==> src/double_ended_queue_unit_assert.svh <==
// assertion macros for the double-ended queue unit
// no dependencies; included by the controller and datapath modules
`ifndef DOUBLE_ENDED_QUEUE_UNIT_ASSERT_SVH
`define DOUBLE_ENDED_QUEUE_UNIT_ASSERT_SVH

// checked only outside reset
`define DEQU_ASSERT(lbl, clk, rst, prop, msg) \
   lbl: assert property (@(posedge clk) disable iff (rst) prop) else $error(msg);

// checked at every edge, reset included
`define DEQU_ASSERT_ALWAYS(lbl, clk, prop, msg) \
   lbl: assert property (@(posedge clk) prop) else $error(msg);

`endif

==> src/dequ_pkg.sv <==
// shared types and codes for the double-ended queue unit
// no dependencies
`timescale 1ns / 1ps

package dequ_pkg;

   localparam int unsigned WORD_W   = 32;
   localparam int unsigned OP_W     = 3;
   localparam int unsigned STATUS_W = 2;

   typedef enum logic [OP_W-1:0] {
      OP_PUSH_FRONT = 3'd0,
      OP_PUSH_REAR  = 3'd1,
      OP_POP_FRONT  = 3'd2,
      OP_POP_REAR   = 3'd3,
      OP_DUMP       = 3'd4
   } dequ_op_type;

   typedef enum logic [STATUS_W-1:0] {
      ST_OK    = 2'd0,
      ST_UNDER = 2'd1,
      ST_OVER  = 2'd2,
      ST_EMPTY = 2'd3
   } dequ_status_type;

   typedef struct packed {
      logic            push_front;
      logic            push_rear;
      logic            pop_front;
      logic            pop_rear;
      logic            dump_start;
      logic            dump_next;
      logic            take_mem;
      logic            imm_load;
      dequ_status_type imm_status;
   } dequ_cmd_type;

   typedef struct packed {
      logic full;
      logic empty;
      logic out_last;
   } dequ_stat_type;

endpackage

==> src/dequ_dpath.sv <==
// datapath: slot memory, front index, occupancy, dump walker and result register
// depends on dequ_pkg and double_ended_queue_unit_assert.svh
`timescale 1ns / 1ps
`include "double_ended_queue_unit_assert.svh"

module dequ_dpath
   import dequ_pkg::*;
#(
   parameter int unsigned DEPTH = 16
) (
   input  logic                clock,
   input  logic                reset,
   input  dequ_cmd_type        cmd,
   input  logic [WORD_W-1:0]   push_value,
   output dequ_stat_type       stat,
   output logic [WORD_W-1:0]   out_value,
   output dequ_status_type     out_status,
   output logic                out_last
);

   localparam int unsigned IDX_W = (DEPTH > 1) ? $clog2(DEPTH) : 1;
   localparam int unsigned CNT_W = $clog2(DEPTH + 1);
   localparam int unsigned SUM_W = IDX_W + 1;

   logic [WORD_W-1:0] mem [DEPTH];

   logic [IDX_W-1:0]  front_ff, front_in;
   logic [CNT_W-1:0]  count_ff, count_in;
   logic [CNT_W-1:0]  rem_ff, rem_in;
   logic [IDX_W-1:0]  pos_ff, pos_in;
   logic              last_pend_ff, last_pend_in;
   logic [WORD_W-1:0] rd_data_ff;
   logic [WORD_W-1:0] out_value_ff, out_value_in;
   dequ_status_type   out_status_ff, out_status_in;
   logic              out_last_ff, out_last_in;

   logic [IDX_W-1:0]  front_dec;
   logic [IDX_W-1:0]  front_inc;
   logic [IDX_W-1:0]  rear_next;
   logic [IDX_W-1:0]  rear_last;
   logic [IDX_W-1:0]  pos_inc;
   logic [IDX_W-1:0]  wr_addr;
   logic [IDX_W-1:0]  rd_addr;
   logic              wr_en;
   logic              rd_en;

   function automatic logic [IDX_W-1:0] wrap_idx(input logic [SUM_W-1:0] s);
      logic [SUM_W-1:0] r;
      r = (s >= SUM_W'(DEPTH)) ? s - SUM_W'(DEPTH) : s;
      return r[IDX_W-1:0];
   endfunction

   always_comb begin
      front_dec = (front_ff == '0) ? IDX_W'(DEPTH - 1) : front_ff - IDX_W'(1);
      front_inc = wrap_idx(SUM_W'(front_ff) + SUM_W'(1));
      rear_next = wrap_idx(SUM_W'(front_ff) + SUM_W'(count_ff));
      rear_last = wrap_idx(SUM_W'(front_ff) + SUM_W'(count_ff) - SUM_W'(1));
      pos_inc   = wrap_idx(SUM_W'(pos_ff) + SUM_W'(1));
   end

   always_comb begin
      front_in      = front_ff;
      count_in      = count_ff;
      rem_in        = rem_ff;
      pos_in        = pos_ff;
      last_pend_in  = last_pend_ff;
      out_value_in  = out_value_ff;
      out_status_in = out_status_ff;
      out_last_in   = out_last_ff;
      wr_en         = 1'b0;
      wr_addr       = rear_next;
      rd_en         = 1'b0;
      rd_addr       = front_ff;
      if (cmd.push_front) begin
         wr_en    = 1'b1;
         wr_addr  = front_dec;
         front_in = front_dec;
         count_in = count_ff + CNT_W'(1);
      end
      if (cmd.push_rear) begin
         wr_en    = 1'b1;
         wr_addr  = rear_next;
         count_in = count_ff + CNT_W'(1);
      end
      if (cmd.pop_front) begin
         rd_en        = 1'b1;
         rd_addr      = front_ff;
         front_in     = front_inc;
         count_in     = count_ff - CNT_W'(1);
         last_pend_in = 1'b1;
      end
      if (cmd.pop_rear) begin
         rd_en        = 1'b1;
         rd_addr      = rear_last;
         count_in     = count_ff - CNT_W'(1);
         last_pend_in = 1'b1;
      end
      if (cmd.dump_start) begin
         rd_en        = 1'b1;
         rd_addr      = front_ff;
         pos_in       = front_inc;
         rem_in       = count_ff;
         last_pend_in = (count_ff == CNT_W'(1));
      end
      if (cmd.dump_next) begin
         rd_en        = 1'b1;
         rd_addr      = pos_ff;
         pos_in       = pos_inc;
         rem_in       = rem_ff - CNT_W'(1);
         last_pend_in = (rem_ff == CNT_W'(2));
      end
      if (cmd.imm_load) begin
         out_value_in  = '0;
         out_status_in = cmd.imm_status;
         out_last_in   = 1'b1;
      end
      if (cmd.take_mem) begin
         out_value_in  = rd_data_ff;
         out_status_in = ST_OK;
         out_last_in   = last_pend_ff;
      end
   end

   // slot memory, registered read
   always_ff @(posedge clock) begin
      if (wr_en) begin
         mem[wr_addr] <= push_value;
      end
      if (rd_en) begin
         rd_data_ff <= mem[rd_addr];
      end
   end

   always_ff @(posedge clock) begin
      if (reset) begin
         front_ff <= '0;
         count_ff <= '0;
      end else begin
         front_ff <= front_in;
         count_ff <= count_in;
      end
   end

   always_ff @(posedge clock) begin
      rem_ff        <= rem_in;
      pos_ff        <= pos_in;
      last_pend_ff  <= last_pend_in;
      out_value_ff  <= out_value_in;
      out_status_ff <= out_status_in;
      out_last_ff   <= out_last_in;
   end

   assign stat.full     = (count_ff == CNT_W'(DEPTH));
   assign stat.empty    = (count_ff == '0);
   assign stat.out_last = out_last_ff;
   assign out_value     = out_value_ff;
   assign out_status    = out_status_ff;
   assign out_last      = out_last_ff;

   `DEQU_ASSERT_ALWAYS(a_count_bound, clock,
      reset || (count_ff <= CNT_W'(DEPTH)), "occupancy above depth")
   `DEQU_ASSERT(a_no_push_full, clock, reset,
      (cmd.push_front || cmd.push_rear) |-> !stat.full, "push into full queue")
   `DEQU_ASSERT(a_no_pop_empty, clock, reset,
      (cmd.pop_front || cmd.pop_rear || cmd.dump_start) |-> !stat.empty, "read from empty queue")
   `DEQU_ASSERT(a_push_count, clock, reset,
      (cmd.push_front || cmd.push_rear) |=> count_ff == $past(count_ff) + CNT_W'(1),
      "push did not grow occupancy")

endmodule

==> src/dequ_ctrl.sv <==
// controller state machine: accepts items, issues datapath commands, paces results
// depends on dequ_pkg and double_ended_queue_unit_assert.svh
`timescale 1ns / 1ps
`include "double_ended_queue_unit_assert.svh"

module dequ_ctrl
   import dequ_pkg::*;
(
   input  logic          clock,
   input  logic          reset,
   input  logic          req_tvalid,
   output logic          req_tready,
   input  logic [OP_W-1:0] req_op,
   output logic          rsp_tvalid,
   input  logic          rsp_tready,
   input  dequ_stat_type stat,
   output dequ_cmd_type  cmd
);

   typedef enum logic [2:0] {
      S_IDLE = 3'b001,
      S_READ = 3'b010,
      S_SEND = 3'b100
   } dequ_state_type;

   dequ_state_type state_ff, state_in;
   logic           accept;

   assign req_tready = (state_ff == S_IDLE);
   assign rsp_tvalid = (state_ff == S_SEND);
   assign accept     = req_tvalid && req_tready;

   always_comb begin
      state_in = state_ff;
      cmd      = '0;
      unique case (state_ff)
         S_IDLE: begin
            if (accept) begin
               unique case (req_op)
                  OP_PUSH_FRONT: begin
                     cmd.imm_load   = 1'b1;
                     cmd.imm_status = stat.full ? ST_OVER : ST_OK;
                     cmd.push_front = !stat.full;
                     state_in       = S_SEND;
                  end
                  OP_PUSH_REAR: begin
                     cmd.imm_load   = 1'b1;
                     cmd.imm_status = stat.full ? ST_OVER : ST_OK;
                     cmd.push_rear  = !stat.full;
                     state_in       = S_SEND;
                  end
                  OP_POP_FRONT, OP_POP_REAR: begin
                     if (stat.empty) begin
                        cmd.imm_load   = 1'b1;
                        cmd.imm_status = ST_UNDER;
                        state_in       = S_SEND;
                     end else begin
                        cmd.pop_front = (req_op == OP_POP_FRONT);
                        cmd.pop_rear  = (req_op == OP_POP_REAR);
                        state_in      = S_READ;
                     end
                  end
                  OP_DUMP: begin
                     if (stat.empty) begin
                        cmd.imm_load   = 1'b1;
                        cmd.imm_status = ST_EMPTY;
                        state_in       = S_SEND;
                     end else begin
                        cmd.dump_start = 1'b1;
                        state_in       = S_READ;
                     end
                  end
                  default: begin
                     state_in = S_IDLE;
                  end
               endcase
            end
         end
         S_READ: begin
            cmd.take_mem = 1'b1;
            state_in     = S_SEND;
         end
         S_SEND: begin
            if (rsp_tready) begin
               if (stat.out_last) begin
                  state_in = S_IDLE;
               end else begin
                  cmd.dump_next = 1'b1;
                  state_in      = S_READ;
               end
            end
         end
         default: begin
            state_in = S_IDLE;
         end
      endcase
   end

   always_ff @(posedge clock) begin
      if (reset) begin
         state_ff <= S_IDLE;
      end else begin
         state_ff <= state_in;
      end
   end

   `DEQU_ASSERT(a_read_then_send, clock, reset, (state_ff == S_READ) |=> (state_ff == S_SEND), "read not followed by result")
   `DEQU_ASSERT(a_one_side, clock, reset, !(req_tready && rsp_tvalid), "input taken while result pending")
   `DEQU_ASSERT(a_bad_op_idle, clock, reset, (accept && req_op > OP_W'(OP_DUMP)) |=> (state_ff == S_IDLE), "unused opcode produced work")

endmodule

==> src/double_ended_queue_unit.sv <==
// Double-ended queue of signed 32-bit words in a circular buffer of DEPTH slots.
// Opcode in req_tuser: push front, push rear, pop front, pop rear, dump; codes 5..7
// are dropped without a result. A push, or a pop or dump on an empty queue, loads
// the result register straight from the accept; a pop reads the slot memory,
// whose read data is registered, and then loads the result register; a dump does
// that for each stored word in turn, reading the next only once the last is taken.
// The one result register holds each item until taken, which keeps the input
// closed meanwhile, so a new item is not accepted before the last result is taken.
// Reset clears front index and occupancy; slot contents need no clearing.
// depends on dequ_pkg, dequ_ctrl and dequ_dpath
`timescale 1ns / 1ps

module double_ended_queue_unit
   import dequ_pkg::*;
#(
   parameter int unsigned DEPTH = 16
) (
   input  logic        clock,
   input  logic        reset,
   input  logic        req_tvalid,
   output logic        req_tready,
   input  logic [31:0] req_tdata,   // push_value[31:0]
   input  logic [2:0]  req_tuser,   // opcode[2:0]
   output logic        rsp_tvalid,
   input  logic        rsp_tready,
   output logic [31:0] rsp_tdata,   // value[31:0]
   output logic [1:0]  rsp_tuser,   // status[1:0]
   output logic        rsp_tlast
);

   dequ_cmd_type    cmd;
   dequ_stat_type   stat;
   dequ_status_type out_status;

   dequ_ctrl u_ctrl (
      .clock      (clock),
      .reset      (reset),
      .req_tvalid (req_tvalid),
      .req_tready (req_tready),
      .req_op     (req_tuser),
      .rsp_tvalid (rsp_tvalid),
      .rsp_tready (rsp_tready),
      .stat       (stat),
      .cmd        (cmd)
   );

   dequ_dpath #(
      .DEPTH (DEPTH)
   ) u_dpath (
      .clock      (clock),
      .reset      (reset),
      .cmd        (cmd),
      .push_value (req_tdata),
      .stat       (stat),
      .out_value  (rsp_tdata),
      .out_status (out_status),
      .out_last   (rsp_tlast)
   );

   assign rsp_tuser = out_status;

endmodule
==> config.mk <==
export PLATFORM = sky130hd
export DESIGN_NAME = double_ended_queue_unit
export DESIGN_NICKNAME = d
export VERILOG_FILES = /design/src/dequ_pkg.sv /design/src/dequ_dpath.sv /design/src/dequ_ctrl.sv /design/src/double_ended_queue_unit.sv
export VERILOG_INCLUDE_DIRS = /design/src /design/src/src
export SDC_FILE = /design/constraint.sdc
export NUM_CORES = 1
export LEC_CHECK = 0
export BUFFER_PORTS_ARGS = -buffer_cell sky130_fd_sc_hd__clkbuf_2
export CORE_UTILIZATION = 55
export DETAILED_ROUTE_END_ITERATION = 12
export GPL_TIMING_DRIVEN = 0
export PLACE_DENSITY = 0.71
export SLEW_MARGIN = 20
export SYNTH_ARGS = -nofsm -noshare
export SYNTH_HDL_FRONTEND = slang
export SYNTH_SLANG_ARGS = --single-unit
==> constraint.sdc <==
create_clock -name clock -period 4.8 [get_ports clock]
set_input_delay 0.96 -clock clock [delete_from_list [all_inputs] [get_ports clock]]
set_output_delay 0.96 -clock clock [all_outputs]
set_load 0.02 [all_outputs]
After elaboration in Yosys (flattened, before gate mapping)
Memories as Yosys holds them, arrays and structs flattened. A register that Yosys moved wholly into a read port is not among the register bits.
Cells that the tools add are included.
{ "word_totals": {"reg_bits": 57, "latchBits": 0, "ram_bits": 512, "romBits": 0, "inputBits": 39, "out_inout_bits": 37, "word_cells": 112, "memories": 1} }
{ "classes": {"addsub": 12, "n_mul": 0, "div_mod_pow": 0, "order_cmp": 4, "eq_ne": 12, "n_shift": 0, "muxes": 60, "bitwise_logic": 0, "reduce_logical": 14} }
{ "memory_table": {"columns": ["name", "depth", "word_bits", "read_ports", "rd_ports_with_merged_regs", "wr", "line", "text"], "rows": [
  ["u_dpath.mem", 16, 32, 1, 1, 1, "dequ_dpath.sv:25", "logic [WORD_W-1:0] mem [DEPTH];"]
]} }
{ "ops": {"columns": ["op", "n"], "rows": [
  ["$mux W32", 2],
  ["$mux W4", 14],
  ["$mux W5", 8],
  ["$mux W1", 22],
  ["$mux W3", 7],
  ["$ge A5 B5 Y1 const B", 4],
  ["$sub A4 B1 Y4 const B", 5],
  ["$pmux W3 S3", 2],
  ["$sub A5 B1 Y5 const B", 3],
  ["$add A4 B1 Y5 const B", 2],
  ["$eq A3 B2 Y1 const B", 3],
  ["$mux W2", 4],
  ["$reduce_bool A4 Y1", 2],
  ["$eq A3 B1 Y1 const B", 2],
  ["$eq A3 B3 Y1 const B", 2],
  ["$pmux W3 S2", 1],
  ["$reduce_bool A2 Y1", 3],
  ["$add A4 B5 Y5", 1],
  ["$add A5 B1 Y5 const B", 1],
  ["$eq A5 B1 Y1 const B", 1],
  ["$eq A5 B2 Y1 const B", 1],
  ["$eq A5 B5 Y1 const B", 1],
  ["$logic_not A5 Y1", 1],
  ["$logic_not A4 Y1", 1],
  ["other kinds (8)", 9]
]} }

Logic depth before layout (Yosys ltp)
{ "logic_depth": {"depth_word": 9, "mapped_depth": 14, "mapped_depth_nobuf": 10} }

Cells and area by module
From an unflattened synthesis, not the netlist that was laid out.
{ "unflattened": {"cells_unflattened": 1678, "area_unflattened_um2": 24190.7} }
{ "modules_own_cells": {"columns": ["module", "n_inst", "cells_each", "area_per_inst_um2", "seq_area_each_um2"], "rows": [
  ["dequ_dpath", 1, 1637, 23865.4, 17847.1],
  ["dequ_ctrl", 1, 41, 325.3, 60.1]
]} }

Worst setup path before layout
Ideal clock, no wire load.
{ "synth_timing": {"kind": "in2reg", "from": "input req_tvalid", "to": "memory u_dpath.mem[11][0] (enable)", "setup_time_ns": 0.421, "arrival_time_ns": 3.768, "required_time_ns": 4.379, "setup_slack_ns": 0.611, "path_stages": 8, "n_path_buf": 1, "cell_sequence": "nand4bb_1 > a311o_1 > nor3_1 > clkbuf_1 > o21ai_0 > o21ai_0 > nand2_1 > nor2_1"} }
{ "synth_between": {"elab_chain_len": 7, "elab_cells_between_ends": 9, "classes_between": "mux (8); reduce/logical (1)"} }
{ "synth_lines": {"columns": ["item", "line", "text"], "rows": [
  ["start: declaration", "double_ended_queue_unit.sv:20", "input logic req_tvalid,"],
  ["$logic_and A1 B1 Y1 (*)", "dequ_ctrl.sv:31", "assign accept = req_tvalid && req_tready;"],
  ["$mux W5 (*)", "dequ_ctrl.sv:38", "if (accept) begin"],
  ["$mux W5 (*)", "dequ_ctrl.sv:36", "unique case (state_ff)"],
  ["$mux W1", "dequ_dpath.sv:74", "if (cmd.push_front) begin"],
  ["$mux W1", "dequ_dpath.sv:80", "if (cmd.push_rear) begin"],
  ["$mux W1", "dequ_dpath.sv:126", "if (wr_en) begin"],
  ["$mux W1 (implied by the code)", "dequ_dpath.sv:127", "mem[wr_addr] <= push_value;"],
  ["end: declaration", "dequ_dpath.sv:25", null]
]} }
Mark *: on every way between the ends. The rest lies on a longest branch, timed or not.

Worst setup path after layout
{ "layout_timing": {"from": "register u_dpath.front_ff[0]", "to": "register u_dpath.rd_data_ff[31], read port of u_dpath.mem (data pin)"} }
{ "layout_between": {"elab_chain_len": 7, "elab_cells_between_ends": 8, "classes_between": "add/sub (3); order compare (1); mux (4)"} }
{ "layout_lines": {"columns": ["item", "line", "text"], "rows": [
  ["start: declaration", "dequ_dpath.sv:27", "logic [IDX_W-1:0] front_ff, front_in;"],
  ["start signal: assignment", "dequ_dpath.sv:139", "front_ff <= front_in;"],
  ["$add A4 B5 Y5", "dequ_dpath.sv:57", "rear_last = wrap_idx(SUM_W'(front_ff) + SUM_W'(count_ff) - SUM_W'(1));"],
  ["$sub A5 B1 Y5", "dequ_dpath.sv:57", null],
  ["$sub A4 B1 Y4 or $ge A5 B5 Y1 (tied branches)", "dequ_dpath.sv:49", "r = (s >= SUM_W'(DEPTH)) ? s - SUM_W'(DEPTH) : s;"],
  ["$mux W4", "dequ_dpath.sv:49", null],
  ["$mux W4", "dequ_dpath.sv:92", "if (cmd.pop_rear) begin"],
  ["$mux W4 (*)", "dequ_dpath.sv:98", "if (cmd.dump_start) begin"],
  ["$mux W4 (*)", "dequ_dpath.sv:105", "if (cmd.dump_next) begin"],
  ["end: declaration", "dequ_dpath.sv:32", "logic [WORD_W-1:0] rd_data_ff;"]
]} }
Marks and branches as above.
A chain may end at the register's enable or synchronous reset.

==> impl_metrics.env <==
export IMPL_status="completed"
export IMPL_wl_per_cell_um=24.5
export IMPL_remaining_drc_errors=0
export IMPL_firstDrtPassIters=6
export IMPL_initial_core_util_pct=56.3
export IMPL_syn_area_per_cell_um2=14.8
export IMPL_synthDistinctLibCells=57
export IMPL_antenna_found_initial=0
export IMPL_insertion_delay_ps=610
export IMPL_grt_pass1_vias=14643
export IMPL_setup_violations=0
export IMPL_critPathLaunch="u_dpath.front_ff[0]"
export IMPL_reg2reg_depth=11
export IMPL_cts_setup_buffers=0
export IMPL_post_route_period_util_pct=97.4
export IMPL_cp_arrival_ps=5020
export IMPL_die_y_um=210
export IMPL_finalHoldViolCount=0
export IMPL_synth_seq_area_share_pct=75.0
export IMPL_relSlewSlack_pct=24.9
export IMPL_drv_cap=0
export IMPL_pwr_density_cell_mw_per_mm2=402
export IMPL_cts_tree="yes"
export IMPL_synth_edf_count=587
export IMPL_path_clk_slew_ps=60
export IMPL_rows=75
export IMPL_skew_ps=13.0
export IMPL_synth_seq_cells=601
export IMPL_synthCells=1611
export IMPL_fmax_ghz=0.214
export IMPL_critPathMostFrequentCell="ha_1"
export IMPL_start_kind="flop"
export IMPL_r2r_setup_slack_ps=120
export IMPL_ctsRootBufferMaster="clkbuf_16"
export IMPL_min_period_ps=4680
export IMPL_viasPerCell=6.23
export IMPL_route_vias_total=14837
export IMPL_tightestPinTransition_ps=1120
export IMPL_critPathSlowestCell="clkdlybuf4s15_1"
export IMPL_die_x_um=210
export IMPL_crit_family="buffers and inverters"
export IMPL_syn_to_final_growth_pct=14.4
export IMPL_power_leakage_nw=9.82
export IMPL_ys_top_cells_by_area="edfxtp_1 74%, nand2_1 4.5%, a21oi_1 2.9%"
export IMPL_layout_commonest_cell="edfxtp_1"
export IMPL_h_tree_depth=2
export IMPL_grt_pass1_wl_mm=87.5
export IMPL_min_path_type="flop to flop"
export IMPL_cts_made_buffers=57
export IMPL_drt_wl_total_mm=58.3
export IMPL_synth_warning_count=0
export IMPL_synth_largest_area_cell="edfxtp_1"
export IMPL_fin_ws_ps=124
export IMPL_synth_top_area_share_pct=73.8
export IMPL_critical_path_class="flop to flop"
export IMPL_layout_common_cells="587 x edfxtp_1, 285 x nand2_1, 137 x a21oi_1"
export IMPL_peakVddDrop_v=0.000234
export IMPL_cp_endpoint="u_dpath.rd_data_ff[31]"
export IMPL_final_antenna_net_count=0
export IMPL_nets=1813
export IMPL_cp_num_cells=11
export IMPL_crit_path_end_kind="flop"
export IMPL_stdcell_area_mm2=0.0273
export IMPL_slew_viol_final=0
export IMPL_ys_flop_type="edfxtp_1"
export IMPL_crit_path_max_incr_delay_ps=750
export IMPL_clockBufferDepth=3
export IMPL_async_flop_share_pct=0
export IMPL_grt_max_degree=22
export IMPL_power_mw=11.0
export IMPL_dp_hpwl_mm=38.3
export IMPL_crit_buf_inv=3
export IMPL_drive_above_1_share_pct=12.4
export IMPL_crit_chain="ha_1 > fa_1 > inv_1 > ha_1 > nand4_1 > a31oi_1 > clkbuf_1 > clkdlybuf4s15_1 > a32oi_1 > a22oi_1 > nand3_1"
export IMPL_crit_path_max_fanout=10
export IMPL_dpl_cell_area_mm2=0.0256
export IMPL_syn_area_mm2=0.0239
export IMPL_worstReg2RegStart="u_dpath.front_ff[0]"
export IMPL_drt_initial_drc_count=1796
export IMPL_syn_nets=1665
export IMPL_fillCellCount=2989
export IMPL_port_buffers=71
export IMPL_hp_start="u_dpath.out_status[0]"
export IMPL_core_area_mm2=0.0424
export IMPL_gpl_final_weighted_congestion=0.842
export IMPL_cts_sinks=601
export IMPL_cp_required_ps=5150
export IMPL_antenna_cells=0
export IMPL_pre_cts_ws_ps=311
export IMPL_grt_overflow=0
export IMPL_r2r_end="u_dpath.rd_data_ff[31]"
export IMPL_dieArea_mm2=0.0443
export IMPL_pin_count=76
export IMPL_grt_usage_pct=26.7
cell type report:
type / instances / area [µm²] / share of cell area [%]
Buffer: 108 / 514 / 1.88
Clock buffer: 73 / 1510 / 5.52
Clock inverter: 32 / 250 / 0.916
Inverter: 10 / 37.5 / 0.137
Multi-Input combinational cell: 892 / 5560 / 20.3
Sequential cell: 601 / 17900 / 65.5
Tap cell: 577 / 722 / 2.64
Timing Repair Buffer: 89 / 821 / 3.00
worst min-delay path by stage:
| stage | to | slack [ps] | depth (start not counted) |
|---|---|---|---|
| 6_report | u_dpath.out_status[0] | 490 | 2 |
| 3_3_place_gp | u_dpath.out_status[0] | 470 | 2 |
| 2_1_floorplan | u_dpath.out_last | 480 | 1 |
| 4_1_cts | u_dpath.out_status[0] | 490 | 2 |
| 3_5_place_dp | u_dpath.out_status[1] | 480 | 2 |
| 5_1_grt | u_dpath.out_status[0] | 500 | 2 |
registers in the layout, summed over array words and instances (netlist names), 2 cells and up:
name and cells:
u_dpath.out_status 2, u_dpath.front_ff 4, u_dpath.rem_ff 5, u_dpath.mem 512, u_dpath.rd_data_ff 32, u_dpath.out_value 32, u_ctrl.state_ff 3, u_dpath.pos_ff 4
u_dpath.count_ff 5
synth_stat cells, types with 8 or more instances:
cell	instances
edfxtp_1	587
nand2_1	285
a21oi_1	137
clkbuf_1	68
mux2i_1	67
a221o_1	64
a32oi_1	64
nor2_1	43
nand3_1	40
and2_1	34
a22oi_1	33
buf_2	22
o21ai_0	22
dfxtp_1	14
ha_1	14
nor3_1	11
xnor2_1	11
inv_1	10
nand2b_1	8
layer usage:
layer | vias up | wire length (µm) | global-route usage (%)
met5 | - | 0 | 0
met4 | 0 | 1800 | 10.4
met3 | 127 | 4860 | 4.42
met2 | 732 | 27900 | 43.5
met1 | 7476 | 23700 | 36.2
li1 | 6502 | - | -
logic make-up after synthesis:
group | share of synthesized area [%]
AOI/OAI and AO/OA | 10.2
buffers and inverters | 2.28
muxes | 2.85
adders and majority gates | 0.817
and+or+nand+nor | 8.20
xor gates and xnor gates | 0.644
DFF | 75.0
repair_timing:
action | CTS | global route
hold buffers | 0 | 0
setup endpoints to repair | 0 | 1
hold endpoints to repair | 0 | 0
gates resized for setup | 0 | 2
report_power, final:
part / leakage [nW] / internal (mW) / total (mW) / switching [mW]
combinational: 3.55 / 0.252 / 0.836 / 0.584
clock: 0.853 / 2.38 / 4.28 / 1.90
sequential: 5.42 / 5.84 / 5.87 / 0.0242
total: 9.82 / 8.47 / 11.0 / 2.51
worst min-delay path, delay by kind of cell, from the launching register on:
| kind | cells | cell delay (ps) |
|---|---|---|
| buf+inv | 1 | 50 |
| compound gates | 1 | 80 |
| flops | 1 | 310 |
stage by stage:
stage	utilization [%]	TNS [ps]	std cells	hold WS, ps
after floorplan	-	0	1611	477
after global placement	58.9	-544260	2259	469
after detailed placement	60.2	0	2277	482
after CTS	64.4	0	2382	492
after global routing	64.4	-63.4	2382	502
final	64.4	0	2382	486
No activity file was read; power rests on OpenSTA's default activity.
